--- config.mk ---
export PLATFORM = sky130hd
export DESIGN_NAME = json_string_unescape_utf8
export DESIGN_NICKNAME = d
export VERILOG_FILES = /design/src/rtl/jsu_pkg.sv /design/src/rtl/jsu_front.sv /design/src/rtl/jsu_queue.sv /design/src/rtl/jsu_back.sv /design/src/rtl/json_string_unescape_utf8.sv
export SDC_FILE = /design/constraint.sdc
export NUM_CORES = 1
export LEC_CHECK = 0
export BUFFER_PORTS_ARGS = -buffer_cell sky130_fd_sc_hd__buf_2
export CORE_UTILIZATION = 40
export DETAILED_ROUTE_END_ITERATION = 6
export HOLD_SLACK_MARGIN = 0.15
export PLACE_DENSITY = 0.59
export SYNTH_ARGS = -nofsm -noshare
export SYNTH_HDL_FRONTEND = slang
export SYNTH_HIERARCHICAL = 1
export SYNTH_SLANG_ARGS = --single-unit
export TNS_END_PERCENT = 50
--- constraint.sdc ---
create_clock -name clk -period 10.95 [get_ports clk]
set_input_delay 2.7375 -clock clk [delete_from_list [all_inputs] [get_ports clk]]
set_output_delay 2.7375 -clock clk [all_outputs]
set_load 0.005 [all_outputs]
--- src/rtl/jsu_pkg.sv ---
// ----------------------------------------------------------------------------
// jsu_pkg
// shared types and constants for the json string unescaper
// ----------------------------------------------------------------------------
package jsu_pkg;

  // default depth of the queue between front and back
  localparam int QUEUE_DEPTH_DEF = 4;

  // result status codes
  typedef enum logic [1:0] {
    ST_DATA   = 2'd0,
    ST_DONE   = 2'd1,
    ST_BADESC = 2'd2,
    ST_UNTERM = 2'd3
  } jsu_status_t;

  // decoder mode
  typedef enum logic [1:0] {
    MODE_PLAIN   = 2'd0,
    MODE_ESCAPE  = 2'd1,
    MODE_UNICODE = 2'd2
  } jsu_mode_t;

  // one queued command: up to three result bytes, first in bytes[0]
  typedef struct packed {
    logic [2:0][7:0] bytes;
    logic [1:0]      last_idx;
    jsu_status_t     status;
  } jsu_entry_t;

  // queue flags seen by both sides
  typedef struct packed {
    logic empty;
    logic full;
  } jsu_q_flags_t;

  // character codes
  localparam logic [7:0] CH_QUOTE  = 8'h22;
  localparam logic [7:0] CH_BSLASH = 8'h5C;
  localparam logic [7:0] CH_SLASH  = 8'h2F;
  localparam logic [7:0] CH_B      = 8'h62;
  localparam logic [7:0] CH_F      = 8'h66;
  localparam logic [7:0] CH_N      = 8'h6E;
  localparam logic [7:0] CH_R      = 8'h72;
  localparam logic [7:0] CH_T      = 8'h74;
  localparam logic [7:0] CH_U      = 8'h75;
  localparam logic [7:0] CH_0      = 8'h30;
  localparam logic [7:0] CH_9      = 8'h39;
  localparam logic [7:0] CH_UA     = 8'h41;
  localparam logic [7:0] CH_UF     = 8'h46;
  localparam logic [7:0] CH_LA     = 8'h61;
  localparam logic [7:0] CH_LF     = 8'h66;

  // escaped values
  localparam logic [7:0] VAL_BS = 8'h08;
  localparam logic [7:0] VAL_FF = 8'h0C;
  localparam logic [7:0] VAL_LF = 8'h0A;
  localparam logic [7:0] VAL_CR = 8'h0D;
  localparam logic [7:0] VAL_HT = 8'h09;

  // hex letter offsets
  localparam logic [7:0] HEX_UPPER_OFS = 8'd55;
  localparam logic [7:0] HEX_LOWER_OFS = 8'd87;

  // utf-8 limits and marks
  localparam logic [15:0] UTF8_MAX1 = 16'h007F;
  localparam logic [15:0] UTF8_MAX2 = 16'h07FF;
  localparam logic [7:0]  UTF8_LEAD2 = 8'hC0;
  localparam logic [7:0]  UTF8_LEAD3 = 8'hE0;
  localparam logic [7:0]  UTF8_CONT  = 8'h80;

  // last_idx codes
  localparam logic [1:0] IDX_ONE   = 2'd0;
  localparam logic [1:0] IDX_TWO   = 2'd1;
  localparam logic [1:0] IDX_THREE = 2'd2;

endpackage

--- src/rtl/jsu_front.sv ---
// ----------------------------------------------------------------------------
// jsu_front
// accepts raw string bytes, tracks escapes and builds result commands
// ----------------------------------------------------------------------------
module jsu_front
  import jsu_pkg::*;
(
  input  logic         clk,
  input  logic         rst,
  input  logic         byte_valid,
  output logic         byte_stall,
  input  logic [7:0]   char_byte,
  input  logic         end_of_input,
  input  jsu_q_flags_t q_flags,
  output logic         push,
  output jsu_entry_t   push_entry
);

  jsu_mode_t   mode, mode_next;
  logic [1:0]  hex_cnt, hex_cnt_next;
  logic [15:0] code, code_next;

  logic        accept;
  logic        end_hit;
  logic        hex_ok;
  logic [3:0]  nib;
  logic [7:0]  diff_upper, diff_lower;
  logic [15:0] cp;
  logic        emit;

  assign byte_stall = q_flags.full;
  assign accept     = byte_valid & ~q_flags.full;
  assign end_hit    = end_of_input | (char_byte == 8'd0);

  assign diff_upper = char_byte - HEX_UPPER_OFS;
  assign diff_lower = char_byte - HEX_LOWER_OFS;

  // hex digit decode
  always_comb begin
    hex_ok = 1'b1;
    nib    = 4'd0;
    if (char_byte >= CH_0 && char_byte <= CH_9) begin
      nib = char_byte[3:0];
    end else if (char_byte >= CH_UA && char_byte <= CH_UF) begin
      nib = diff_upper[3:0];
    end else if (char_byte >= CH_LA && char_byte <= CH_LF) begin
      nib = diff_lower[3:0];
    end else begin
      hex_ok = 1'b0;
    end
  end

  assign cp = {code[11:0], nib};

  // next mode
  always_comb begin
    mode_next = MODE_PLAIN;
    if (!end_hit) begin
      unique case (mode)
        MODE_PLAIN:   mode_next = (char_byte == CH_BSLASH) ? MODE_ESCAPE : MODE_PLAIN;
        MODE_ESCAPE:  mode_next = (char_byte == CH_U) ? MODE_UNICODE : MODE_PLAIN;
        MODE_UNICODE: mode_next = (hex_ok && hex_cnt != 2'd3) ? MODE_UNICODE : MODE_PLAIN;
        default:      mode_next = MODE_PLAIN;
      endcase
    end
  end

  // command and digit accumulation
  always_comb begin
    emit                = 1'b0;
    push_entry.bytes    = '0;
    push_entry.last_idx = IDX_ONE;
    push_entry.status   = ST_DATA;
    hex_cnt_next        = 2'd0;
    code_next           = 16'd0;
    if (end_hit) begin
      emit              = 1'b1;
      push_entry.status = ST_UNTERM;
    end else begin
      unique case (mode)
        MODE_PLAIN: begin
          if (char_byte == CH_QUOTE) begin
            emit              = 1'b1;
            push_entry.status = ST_DONE;
          end else if (char_byte != CH_BSLASH) begin
            emit                = 1'b1;
            push_entry.bytes[0] = char_byte;
          end
        end
        MODE_ESCAPE: begin
          emit = 1'b1;
          unique case (char_byte)
            CH_U:      emit = 1'b0;
            CH_B:      push_entry.bytes[0] = VAL_BS;
            CH_F:      push_entry.bytes[0] = VAL_FF;
            CH_N:      push_entry.bytes[0] = VAL_LF;
            CH_R:      push_entry.bytes[0] = VAL_CR;
            CH_T:      push_entry.bytes[0] = VAL_HT;
            CH_BSLASH: push_entry.bytes[0] = CH_BSLASH;
            CH_SLASH:  push_entry.bytes[0] = CH_SLASH;
            CH_QUOTE:  push_entry.bytes[0] = CH_QUOTE;
            default:   push_entry.status   = ST_BADESC;
          endcase
        end
        MODE_UNICODE: begin
          if (!hex_ok) begin
            emit              = 1'b1;
            push_entry.status = ST_BADESC;
          end else if (hex_cnt != 2'd3) begin
            hex_cnt_next = hex_cnt + 2'd1;
            code_next    = cp;
          end else begin
            emit = 1'b1;
            if (cp <= UTF8_MAX1) begin
              push_entry.bytes[0] = cp[7:0];
            end else if (cp <= UTF8_MAX2) begin
              push_entry.bytes[0] = UTF8_LEAD2 | {3'd0, cp[10:6]};
              push_entry.bytes[1] = UTF8_CONT | {2'd0, cp[5:0]};
              push_entry.last_idx = IDX_TWO;
            end else begin
              push_entry.bytes[0] = UTF8_LEAD3 | {4'd0, cp[15:12]};
              push_entry.bytes[1] = UTF8_CONT | {2'd0, cp[11:6]};
              push_entry.bytes[2] = UTF8_CONT | {2'd0, cp[5:0]};
              push_entry.last_idx = IDX_THREE;
            end
          end
        end
        default: emit = 1'b0;
      endcase
    end
  end

  assign push = accept & emit;

  always_ff @(posedge clk) begin
    if (rst) begin
      mode    <= MODE_PLAIN;
      hex_cnt <= 2'd0;
      code    <= 16'd0;
    end else if (accept) begin
      mode    <= mode_next;
      hex_cnt <= hex_cnt_next;
      code    <= code_next;
    end
  end

endmodule

--- src/rtl/jsu_queue.sv ---
// ----------------------------------------------------------------------------
// jsu_queue
// small command queue between front and back
// ----------------------------------------------------------------------------
module jsu_queue
  import jsu_pkg::*;
#(
  parameter int DEPTH = QUEUE_DEPTH_DEF
) (
  input  logic         clk,
  input  logic         rst,
  input  logic         push,
  input  jsu_entry_t   push_entry,
  input  logic         pop,
  output jsu_entry_t   head,
  output jsu_q_flags_t q_flags
);

  localparam int AW = (DEPTH > 1) ? $clog2(DEPTH) : 1;
  localparam int CW = $clog2(DEPTH + 1);
  localparam logic [AW-1:0] LAST_PTR = AW'(DEPTH - 1);
  localparam logic [CW-1:0] FULL_CNT = CW'(DEPTH);

  jsu_entry_t    slots [DEPTH];
  logic [AW-1:0] wr_ptr, rd_ptr;
  logic [CW-1:0] count;
  logic          do_push, do_pop;

  assign q_flags.empty = (count == '0);
  assign q_flags.full  = (count == FULL_CNT);
  assign do_push       = push & ~q_flags.full;
  assign do_pop        = pop & ~q_flags.empty;
  assign head          = slots[rd_ptr];

  always_ff @(posedge clk) begin
    if (do_push) begin
      slots[wr_ptr] <= push_entry;
    end
  end

  always_ff @(posedge clk) begin
    if (rst) begin
      wr_ptr <= '0;
      rd_ptr <= '0;
      count  <= '0;
    end else begin
      if (do_push) begin
        wr_ptr <= (wr_ptr == LAST_PTR) ? '0 : wr_ptr + 1'b1;
      end
      if (do_pop) begin
        rd_ptr <= (rd_ptr == LAST_PTR) ? '0 : rd_ptr + 1'b1;
      end
      if (do_push && !do_pop) begin
        count <= count + 1'b1;
      end else if (!do_push && do_pop) begin
        count <= count - 1'b1;
      end
    end
  end

endmodule

--- src/rtl/jsu_back.sv ---
// ----------------------------------------------------------------------------
// jsu_back
// drains queued commands one result byte per cycle, while result_stall is low, into the output register
// ----------------------------------------------------------------------------
module jsu_back
  import jsu_pkg::*;
(
  input  logic         clk,
  input  logic         rst,
  input  jsu_entry_t   head,
  input  jsu_q_flags_t q_flags,
  output logic         pop,
  output logic         result_valid,
  input  logic         result_stall,
  output logic [7:0]   out_byte,
  output logic [1:0]   status,
  output logic         last
);

  logic [1:0] sel;
  logic       load, take, is_last;
  logic [7:0] sel_byte;

  assign load    = ~result_valid | ~result_stall;
  assign take    = load & ~q_flags.empty;
  assign is_last = (sel == head.last_idx);
  assign pop     = take & is_last;

  always_comb begin
    unique case (sel)
      IDX_TWO:   sel_byte = head.bytes[1];
      IDX_THREE: sel_byte = head.bytes[2];
      default:   sel_byte = head.bytes[0];
    endcase
  end

  always_ff @(posedge clk) begin
    if (rst) begin
      result_valid <= 1'b0;
      sel          <= IDX_ONE;
    end else if (load) begin
      result_valid <= ~q_flags.empty;
      if (take) begin
        sel <= is_last ? IDX_ONE : sel + 2'd1;
      end
    end
  end

  always_ff @(posedge clk) begin
    if (take) begin
      out_byte <= sel_byte;
      status   <= head.status;
      last     <= is_last;
    end
  end

endmodule

--- src/rtl/json_string_unescape_utf8.sv ---
// ----------------------------------------------------------------------------
// json_string_unescape_utf8
// streams a json string body in, decoded utf-8 bytes and end status out
// ----------------------------------------------------------------------------
//
//  channel  direction  handshake                 payload
//  -------  ---------  ------------------------  ----------------------------
//  byte     in         byte_valid / byte_stall   char_byte, end_of_input
//  result   out        result_valid/result_stall out_byte, status, last
//
//  one byte is taken per cycle while the command queue has room; every result
//  leaves the output register at one per cycle while result_stall is low, so a
//  \u escape that makes three utf-8 bytes holds the back while the front keeps
//  going until the queue (QUEUE_DEPTH commands) fills.
//  a result passes through a queue slot and the output register after its byte is taken.
//  reset is synchronous and clears escape state and queue.
//  result_stall holds the output register and, once the queue is full,
//  raises byte_stall.
//
module json_string_unescape_utf8
  import jsu_pkg::*;
#(
  parameter int QUEUE_DEPTH = QUEUE_DEPTH_DEF
) (
  input  logic       clk,
  input  logic       rst,
  // byte channel
  input  logic       byte_valid,
  output logic       byte_stall,
  input  logic [7:0] char_byte,
  input  logic       end_of_input,
  // result channel
  output logic       result_valid,
  input  logic       result_stall,
  output logic [7:0] out_byte,
  output logic [1:0] status,
  output logic       last
);

  // front to queue
  logic         push;
  jsu_entry_t   push_entry;
  // queue to back
  logic         pop;
  jsu_entry_t   head;
  jsu_q_flags_t q_flags;

  // front: escape tracking, hex gathering, utf-8 encoding
  jsu_front u_front (
    .clk          (clk),
    .rst          (rst),
    .byte_valid   (byte_valid),
    .byte_stall   (byte_stall),
    .char_byte    (char_byte),
    .end_of_input (end_of_input),
    .q_flags      (q_flags),
    .push         (push),
    .push_entry   (push_entry)
  );

  // queue of commands, each one to three results
  jsu_queue #(
    .DEPTH (QUEUE_DEPTH)
  ) u_queue (
    .clk        (clk),
    .rst        (rst),
    .push       (push),
    .push_entry (push_entry),
    .pop        (pop),
    .head       (head),
    .q_flags    (q_flags)
  );

  // back: one result transfer per cycle from the head command, while result_stall is low
  jsu_back u_back (
    .clk          (clk),
    .rst          (rst),
    .head         (head),
    .q_flags      (q_flags),
    .pop          (pop),
    .result_valid (result_valid),
    .result_stall (result_stall),
    .out_byte     (out_byte),
    .status       (status),
    .last         (last)
  );

  // terminal results are always the only and final result of their byte
  a_term_last: assert property (@(posedge clk) disable iff (rst)
    (result_valid && status != ST_DATA) |-> last)
    else $error("terminal result without last");

  // terminal results carry a zero byte
  a_term_zero: assert property (@(posedge clk) disable iff (rst)
    (result_valid && status != ST_DATA) |-> (out_byte == 8'd0))
    else $error("terminal result with nonzero byte");

  // front never writes a command into a full queue
  a_no_overflow: assert property (@(posedge clk) disable iff (rst)
    q_flags.full |-> !push)
    else $error("push into full queue");

  // back only retires a command that is present
  a_no_underflow: assert property (@(posedge clk) disable iff (rst)
    pop |-> !q_flags.empty)
    else $error("pop from empty queue");

endmodule

==> flow_summary.toml, run 1 <==
[synth]
async_flop_share_pct = 0
synthCells = 479
syn_avg_cell_area_um2 = 14.27
synth_edf_count = 123
synth_area_mm2 = 0.006837
ys.warnings.count = 6
ys_seq_area_share_pct = 62.23
synthFlopType = "edfxtp_1"
ys_ff_latch = 151
synth_cell_type_count = 74

[route]
drt.antenna.violating_nets = 0
drtIter0Drc = 304
vias_per_cell = 5.732
drt-wirelength-per-cell_um = 20.17
dr.pass1.iters = 5
dr_total_vias = 4213
route.detailed.drc = 0
finalWirelength_um = 14820

[clock_network]
path_clk_slew_ps = 60
htree_num_levels = 4
clockBufferDepth = 2
root_buffer = "clkbuf_16"
clock_sinks = 151
cts_hold_buf = 0
post-cts-setup-buffers = 0
clock_latency_ps = 420
cts_buffers = 17
cts_tree = "yes"
cts_resized = 0

[placement]
post-place-ws_ps = 4563
gp_congestion = 0.8724
port_buffers = 25
hpwl_um = 9923

[power]
p_per_area_mw_per_mm2 = 220.8
p_leak_uw = 0.002662
power_uw = 1707
ir_worst_vdd_uv = 104.7

[setup_path]
slowest_stage = "nor3b_1"
crit_path_max_incr_delay_ps = 490
cp_cell_sequence = "buf_2, inv_1, ha_1, nor3b_1, or3_1, a211o_1, o211ai_1, a41oi_1, bufinv_8, nor2_2, ha_1, inv_1, fa_1, xor2_1, or3_1, a21oi_1"
worstSetupStartpointType = "input port"
crit_type = "in -> reg"
cp.required_ps = 11300
critPathMaxFanout = 10
end_kind = "flop"
worstPathArrival_ps = 6340

[sta]
fmax_mhz = 167.0
hold_viol_final = 0
finalSetupTns_ps = 0
worst_slack_ps = 4960
skew_ps = 9.041
drv_slew = 0
worst_slew_pin_slew_ps = 923.9
rsz0062_at_grt = "false"
fin_crit_ps = 5990
timing.hold.ws_ps = 466.7
min_period_over_period_pct = 54.70
setup_viol = 0
relSlewSlack_pct = 38.18

[status]
outcome = "finished, final reports clean"

[global_routing]
overflow = 0
grt_pass1_wl_um = 23780
grt_use_total_pct = 18.10
first_global_vias = 4233
antenna_found_initial = 0
grt_max_degree = 29

[worst_hold_path]
hp-class = "reg -> reg"

[cells_and_area]
fin_nets = 529
final_layout_size_suffix_gt1_share_pct = 20.97
diodes = 0
syn2layout_area_growth_pct = 13.05

[die]
die_area_mm2 = 0.01762
die_w_um = 132.7
start_util_pct = 41.08
rows = 47
die_h_um = 132.7
core_mm2 = 0.01664
io_pins = 26

[run]
cap_violations = 0
[state kept, by name (all words and copies together) (netlist names), 2 cells and up, named ones only]
register and count:
u_queue/slots 112, u_front/code 12, u_back/out_byte 8, u_queue/count 3
u_back/sel 2, u_back/status 2, u_front/hex_cnt 2, u_front/mode 2
u_queue/rd_ptr 2, u_queue/wr_ptr 2
[cells in the final DEF, fill, tap and decap left out, types with 6 or more instances in the layout]
cell / synthesis / final
o21ai_0: 18 / 18
nor2b_1: 8 / 8
edfxtp_1: 123 / 123
inv_1: 11 / 11
clkbuf_16: 0 / 17
nand3_1: 10 / 10
nand2_1: 35 / 35
ha_1: 13 / 13
nor2_1: 23 / 23
nor3_1: 6 / 6
a21oi_1: 18 / 18
a22o_1: 12 / 12
buf_4: 5 / 6
nand4_1: 6 / 6
and3_1: 8 / 7
a22oi_1: 11 / 11
mux4_2: 28 / 28
dfxtp_1: 28 / 27
buf_2: 4 / 25
[path summary, 6_finish.rpt]
check / startpoint / end / slack, ps / depth (start not counted)
min reg2reg: u_front/hex_cnt[1] / u_front/hex_cnt[1] / 470 / 2
max: char_byte[0] / u_queue/count[2] / 4960 / 16
min: u_front/hex_cnt[1] / u_front/hex_cnt[1] / 470 / 2
max reg2reg: u_front/mode[0] / u_queue/count[2] / 7480 / 12
[cells in the mapped netlist, types with 6 or more instances]
master,instances,area share [%]
edfxtp_1,123,54
nand2_1,35,1.9
dfxtp_1,28,8.2
mux4_2,28,9.2
nor2_1,23,1.3
a21oi_1,18,1.3
o21ai_0,18,1.3
clkbuf_1,14,0.77
ha_1,13,2.4
a22o_1,12,1.5
a22oi_1,11,1.2
inv_1,11,0.60
nand3_1,10,0.73
and3_1,8,0.73
nor2b_1,8,0.73
nand4_1,6,0.55
nor3_1,6,0.44
[cells by family after synthesis]
logic type                 synth area share, %
DFF                                      62.23
and+or+nand+nor                          10.25
AOI/OAI and AO/OA                        10.82
buffers and inverters                    3.496
muxes                                    9.846
adders and majority gates                2.672
xor gates and xnor gates                0.6405
other                                  0.05485
[layer usage]
layer | vias to the layer above | GRT usage, % | part of all wire, %
met5 | - | 0 | 0
met4 | 0 | 8.301 | 2.2
met3 | 24 | 3.870 | 4.4
met2 | 145 | 29.27 | 48
met1 | 2118 | 23.37 | 45
li1 | 1926 | - | -
[power by group]
group	switching, uW	internal [uW]	leakage (uW)	total (uW)
registers	29.5	731	0.00143	760
logic	212	144	0.000937	356
clock network	231	360	0.000291	590
total	472	1230	0.00266	1710
[final cells by class]
cell class                      count  area (um^2)
Clock buffer                       18        429.2
Multi-Input combinational cell    285         2349
Timing Repair Buffer               31        170.2
Tap cell                          220        275.3
Sequential cell                   151         4255
Inverter                           16        78.83
Fill cell                        1432         8914
Clock inverter                     14        171.4
[metrics by stage]
| step | cell area (um^2) | utilization (%) | std cells |
|---|---|---|---|
| 2_1_floorplan | 6840 | - | 480 |
| 5_1_grt | 7729 | 46.44 | 735 |
| 4_1_cts | 7729 | 46.44 | 735 |
| 3_5_place_dp | 7128 | 42.83 | 703 |
| 6_report | 7729 | 46.44 | 735 |
| 3_3_place_gp | 7128 | 42.83 | 703 |
[worst max-delay path: cells and delay by family]
| family | cells | cell delay (ps) |
|---|---|---|
| fa+ha+maj | 3 | 830 |
| simple gates | 4 | 1190 |
| buf+inv | 4 | 600 |
| compound gates | 4 | 830 |
| xor+xnor | 1 | 160 |
Power figures use the tool's default switching activity.
==> run 2, diff against run 1 <==
--- a/config.mk
+++ b/config.mk
@@ -5,11 +5,12 @@
 export SDC_FILE = /design/constraint.sdc
 export NUM_CORES = 1
 export LEC_CHECK = 0
+export ABC_AREA = 1
 export BUFFER_PORTS_ARGS = -buffer_cell sky130_fd_sc_hd__buf_2
 export CORE_UTILIZATION = 40
 export DETAILED_ROUTE_END_ITERATION = 6
 export HOLD_SLACK_MARGIN = 0.15
-export PLACE_DENSITY = 0.59
+export PLACE_DENSITY = 0.61
 export SYNTH_ARGS = -nofsm -noshare
 export SYNTH_HDL_FRONTEND = slang
 export SYNTH_HIERARCHICAL = 1
==> constraint.sdc (replaced) <==
create_clock -name clk -period 5.3 [get_ports clk]
set_input_delay 1.325 -clock clk [delete_from_list [all_inputs] [get_ports clk]]
set_output_delay 1.325 -clock clk [all_outputs]
set_load 0.005 [all_outputs]
==> flow_summary.toml, run 2 <==
[route]
dr_total_vias = 5175
vias_per_cell = 5.275
drt.antenna.violating_nets = 0
drtIter0Drc = 434
route.detailed.drc = 0
dr.pass1.iters = 5
drt-wirelength-per-cell_um = 16.61
finalWirelength_um = 16300

[synth]
ys.warnings.count = 6
syn_avg_cell_area_um2 = 9.827
ys_ff_latch = 151
synth_top_area_share_pct = 52.35
synth_commonest_cells = "edfxtp_1, nand2_1, nor2_1, inv_1, a21oi_1"
synth_area_mm2 = 0.007056
yosysMostFrequentCell = "edfxtp_1"
synth_edf_count = 123
async_flop_share_pct = 0
synthCells = 718
ys_seq_area_share_pct = 60.29
synthTopCellsByArea = "edfxtp_1, dfxtp_1, nand2_1"
synthFlopType = "edfxtp_1"
synth_cell_type_count = 41
yosys.area.top_type = "edfxtp_1"

[cells_and_area]
multiInputGateArea_mm2 = 0.002315
largest_register_ffs = 112
mostFrequentLayoutCell = "edfxtp_1"
final_layout_size_suffix_gt1_share_pct = 11.90
utilization_pct = 45.97
final_cell_mix = "edfxtp_1, nand2_1, nor2_1"
largest_register = "u_queue/slots"
reg_top3 = "u_queue/slots (112), u_front/code (12), u_back/out_byte (8)"
regArea_mm2 = 0.004254
diodes = 0
fill_cells = 1618
fin_nets = 770
syn2layout_area_growth_pct = 12.31

[setup_path]
r2r-start = "u_queue/count[0]"
worstPathArrival_ps = 4240
reg2reg_depth = 16
cp_cell_sequence = "buf_2, inv_1, ha_1, inv_1, nand2_1, nand2_1, nand2_1, nand2_2, nand2_4, nand2_1, nand2_1, a41oi_1, nand2_1, inv_1, ha_1, inv_1, fa_1, nand2_1, nand3_1, nand2_1, inv_1, nor2_1"
cp.required_ps = 5660
end_kind = "flop"
critPathMaxFanout = 7
crit_path_max_incr_delay_ps = 380
cpMostUsedCell = "nand2_1"
r2r_end = "u_queue/count[2]"
worstSetupStartpointType = "input port"
crit_type = "in -> reg"
slowest_stage = "a41oi_1"
reg2reg_slack_ps = 1890

[worst_hold_path]
min_path_cells = 2
hp-class = "reg -> reg"
min_to = "u_front/code[8]"
min_from = "u_front/code[8]"

[sta]
hold_viol_final = 0
timing.hold.ws_ps = 477.1
fin_crit_ps = 3884
worst_slack_ps = 1416
min_period_over_period_pct = 73.28
fmax_mhz = 257.5
finalSetupTns_ps = 0
worst_slew_pin_slew_ps = 965.2
drv_slew = 0
rsz0062_at_grt = "false"
skew_ps = 11.59
relSlewSlack_pct = 35.56
setup_viol = 0

[global_routing]
first_global_vias = 4964
grt_pass1_wl_um = 25780
antenna_found_initial = 0
grt_max_degree = 58
grt_use_total_pct = 18.97
overflow = 0

[status]
outcome = "finished, final reports clean"

[die]
die_w_um = 134.8
core_mm2 = 0.01724
io_pins = 26
die_h_um = 134.8
start_util_pct = 40.93
die_area_mm2 = 0.01817
rows = 48

[clock_network]
cts_resized = 0
clock_latency_ps = 420
clockBufferDepth = 2
cts_buffers = 17
cts_hold_buf = 0
post-cts-setup-buffers = 0
cts_tree = "yes"
clock_sinks = 151
root_buffer = "clkbuf_16"
htree_num_levels = 4
path_clk_slew_ps = 60

[power]
p_per_area_mw_per_mm2 = 478.6
p_leak_uw = 0.003240
ir_worst_vdd_uv = 219.5

[placement]
port_buffers = 25
gp_congestion = 0.9333
post-place-ws_ps = 1016
hpwl_um = 10790

[run]
cap_violations = 0
-- run 2: layer usage --
metal | vias to the layer above | part of all wire, % | GRT usage [%]
li1 | 2497 | - | -
met1 | 2517 | 45 | 24.66
met2 | 138 | 48 | 30.84
met3 | 23 | 4.8 | 4.467
met4 | 0 | 1.7 | 6.991
met5 | - | 0 | 0
-- run 2: kinds of logic (layout without fill, tap and decap cells) --
group | after synthesis | in the layout | share of synthesized area (%)
xor+xnor | 2 | 2 | 0.2483
compound gates | 151 | 151 | 11.49
buf+inv | 109 | 146 | 7.093
simple gates | 290 | 290 | 18.23
fa+ha+maj | 14 | 14 | 2.589
other cells | 1 | 2 | 0.05315
flops | 151 | 151 | 60.29
-- run 2: final cells by class --
class,instances,share of cell area [%]
inverters,80,3.853
clock buffers,25,6.806
flip-flops and latches,151,53.69
well taps,225,3.553
clock inverters,7,0.4579
multi-input cells,459,29.21
repair buffers,34,2.432
-- run 2: through the flow --
stage / cells / area, um^2 / total power [uW]
2_1_floorplan: 719 / 7059 / 2357
3_3_place_gp: 949 / 7348 / 2625
3_5_place_dp: 949 / 7348 / 2671
4_1_cts: 981 / 7924 / 3818
5_1_grt: 981 / 7924 / 4005
6_report: 981 / 7924 / 3792
-- run 2: where the power goes --
group          internal, uW  switching, uW
Combinational           327            730
Clock                   702            444
Sequential             1530           59.6
Total                  2560           1230
-- run 2: critical path: cells and delay by family --
family | cells | cell delay, ps
AOI/OAI and AO/OA | 1 | 380
buffers and inverters | 6 | 560
and+or+nand+nor | 12 | 1130
adders and majority gates | 3 | 840
-- run 2: how the worst max path moves through the flow --
stage / startpoint / to / slack [ps] / depth (start not counted)
after floorplan: char_byte[0] / u_queue/slots[0][0] / 890 / 11
after global placement: char_byte[0] / u_queue/count[2] / 1140 / 23
after detailed placement: char_byte[0] / u_queue/count[2] / 1020 / 22
after CTS: char_byte[0] / u_queue/count[2] / 1450 / 22
after global routing: char_byte[0] / u_queue/count[2] / 1190 / 22
final: char_byte[0] / u_queue/count[2] / 1420 / 22
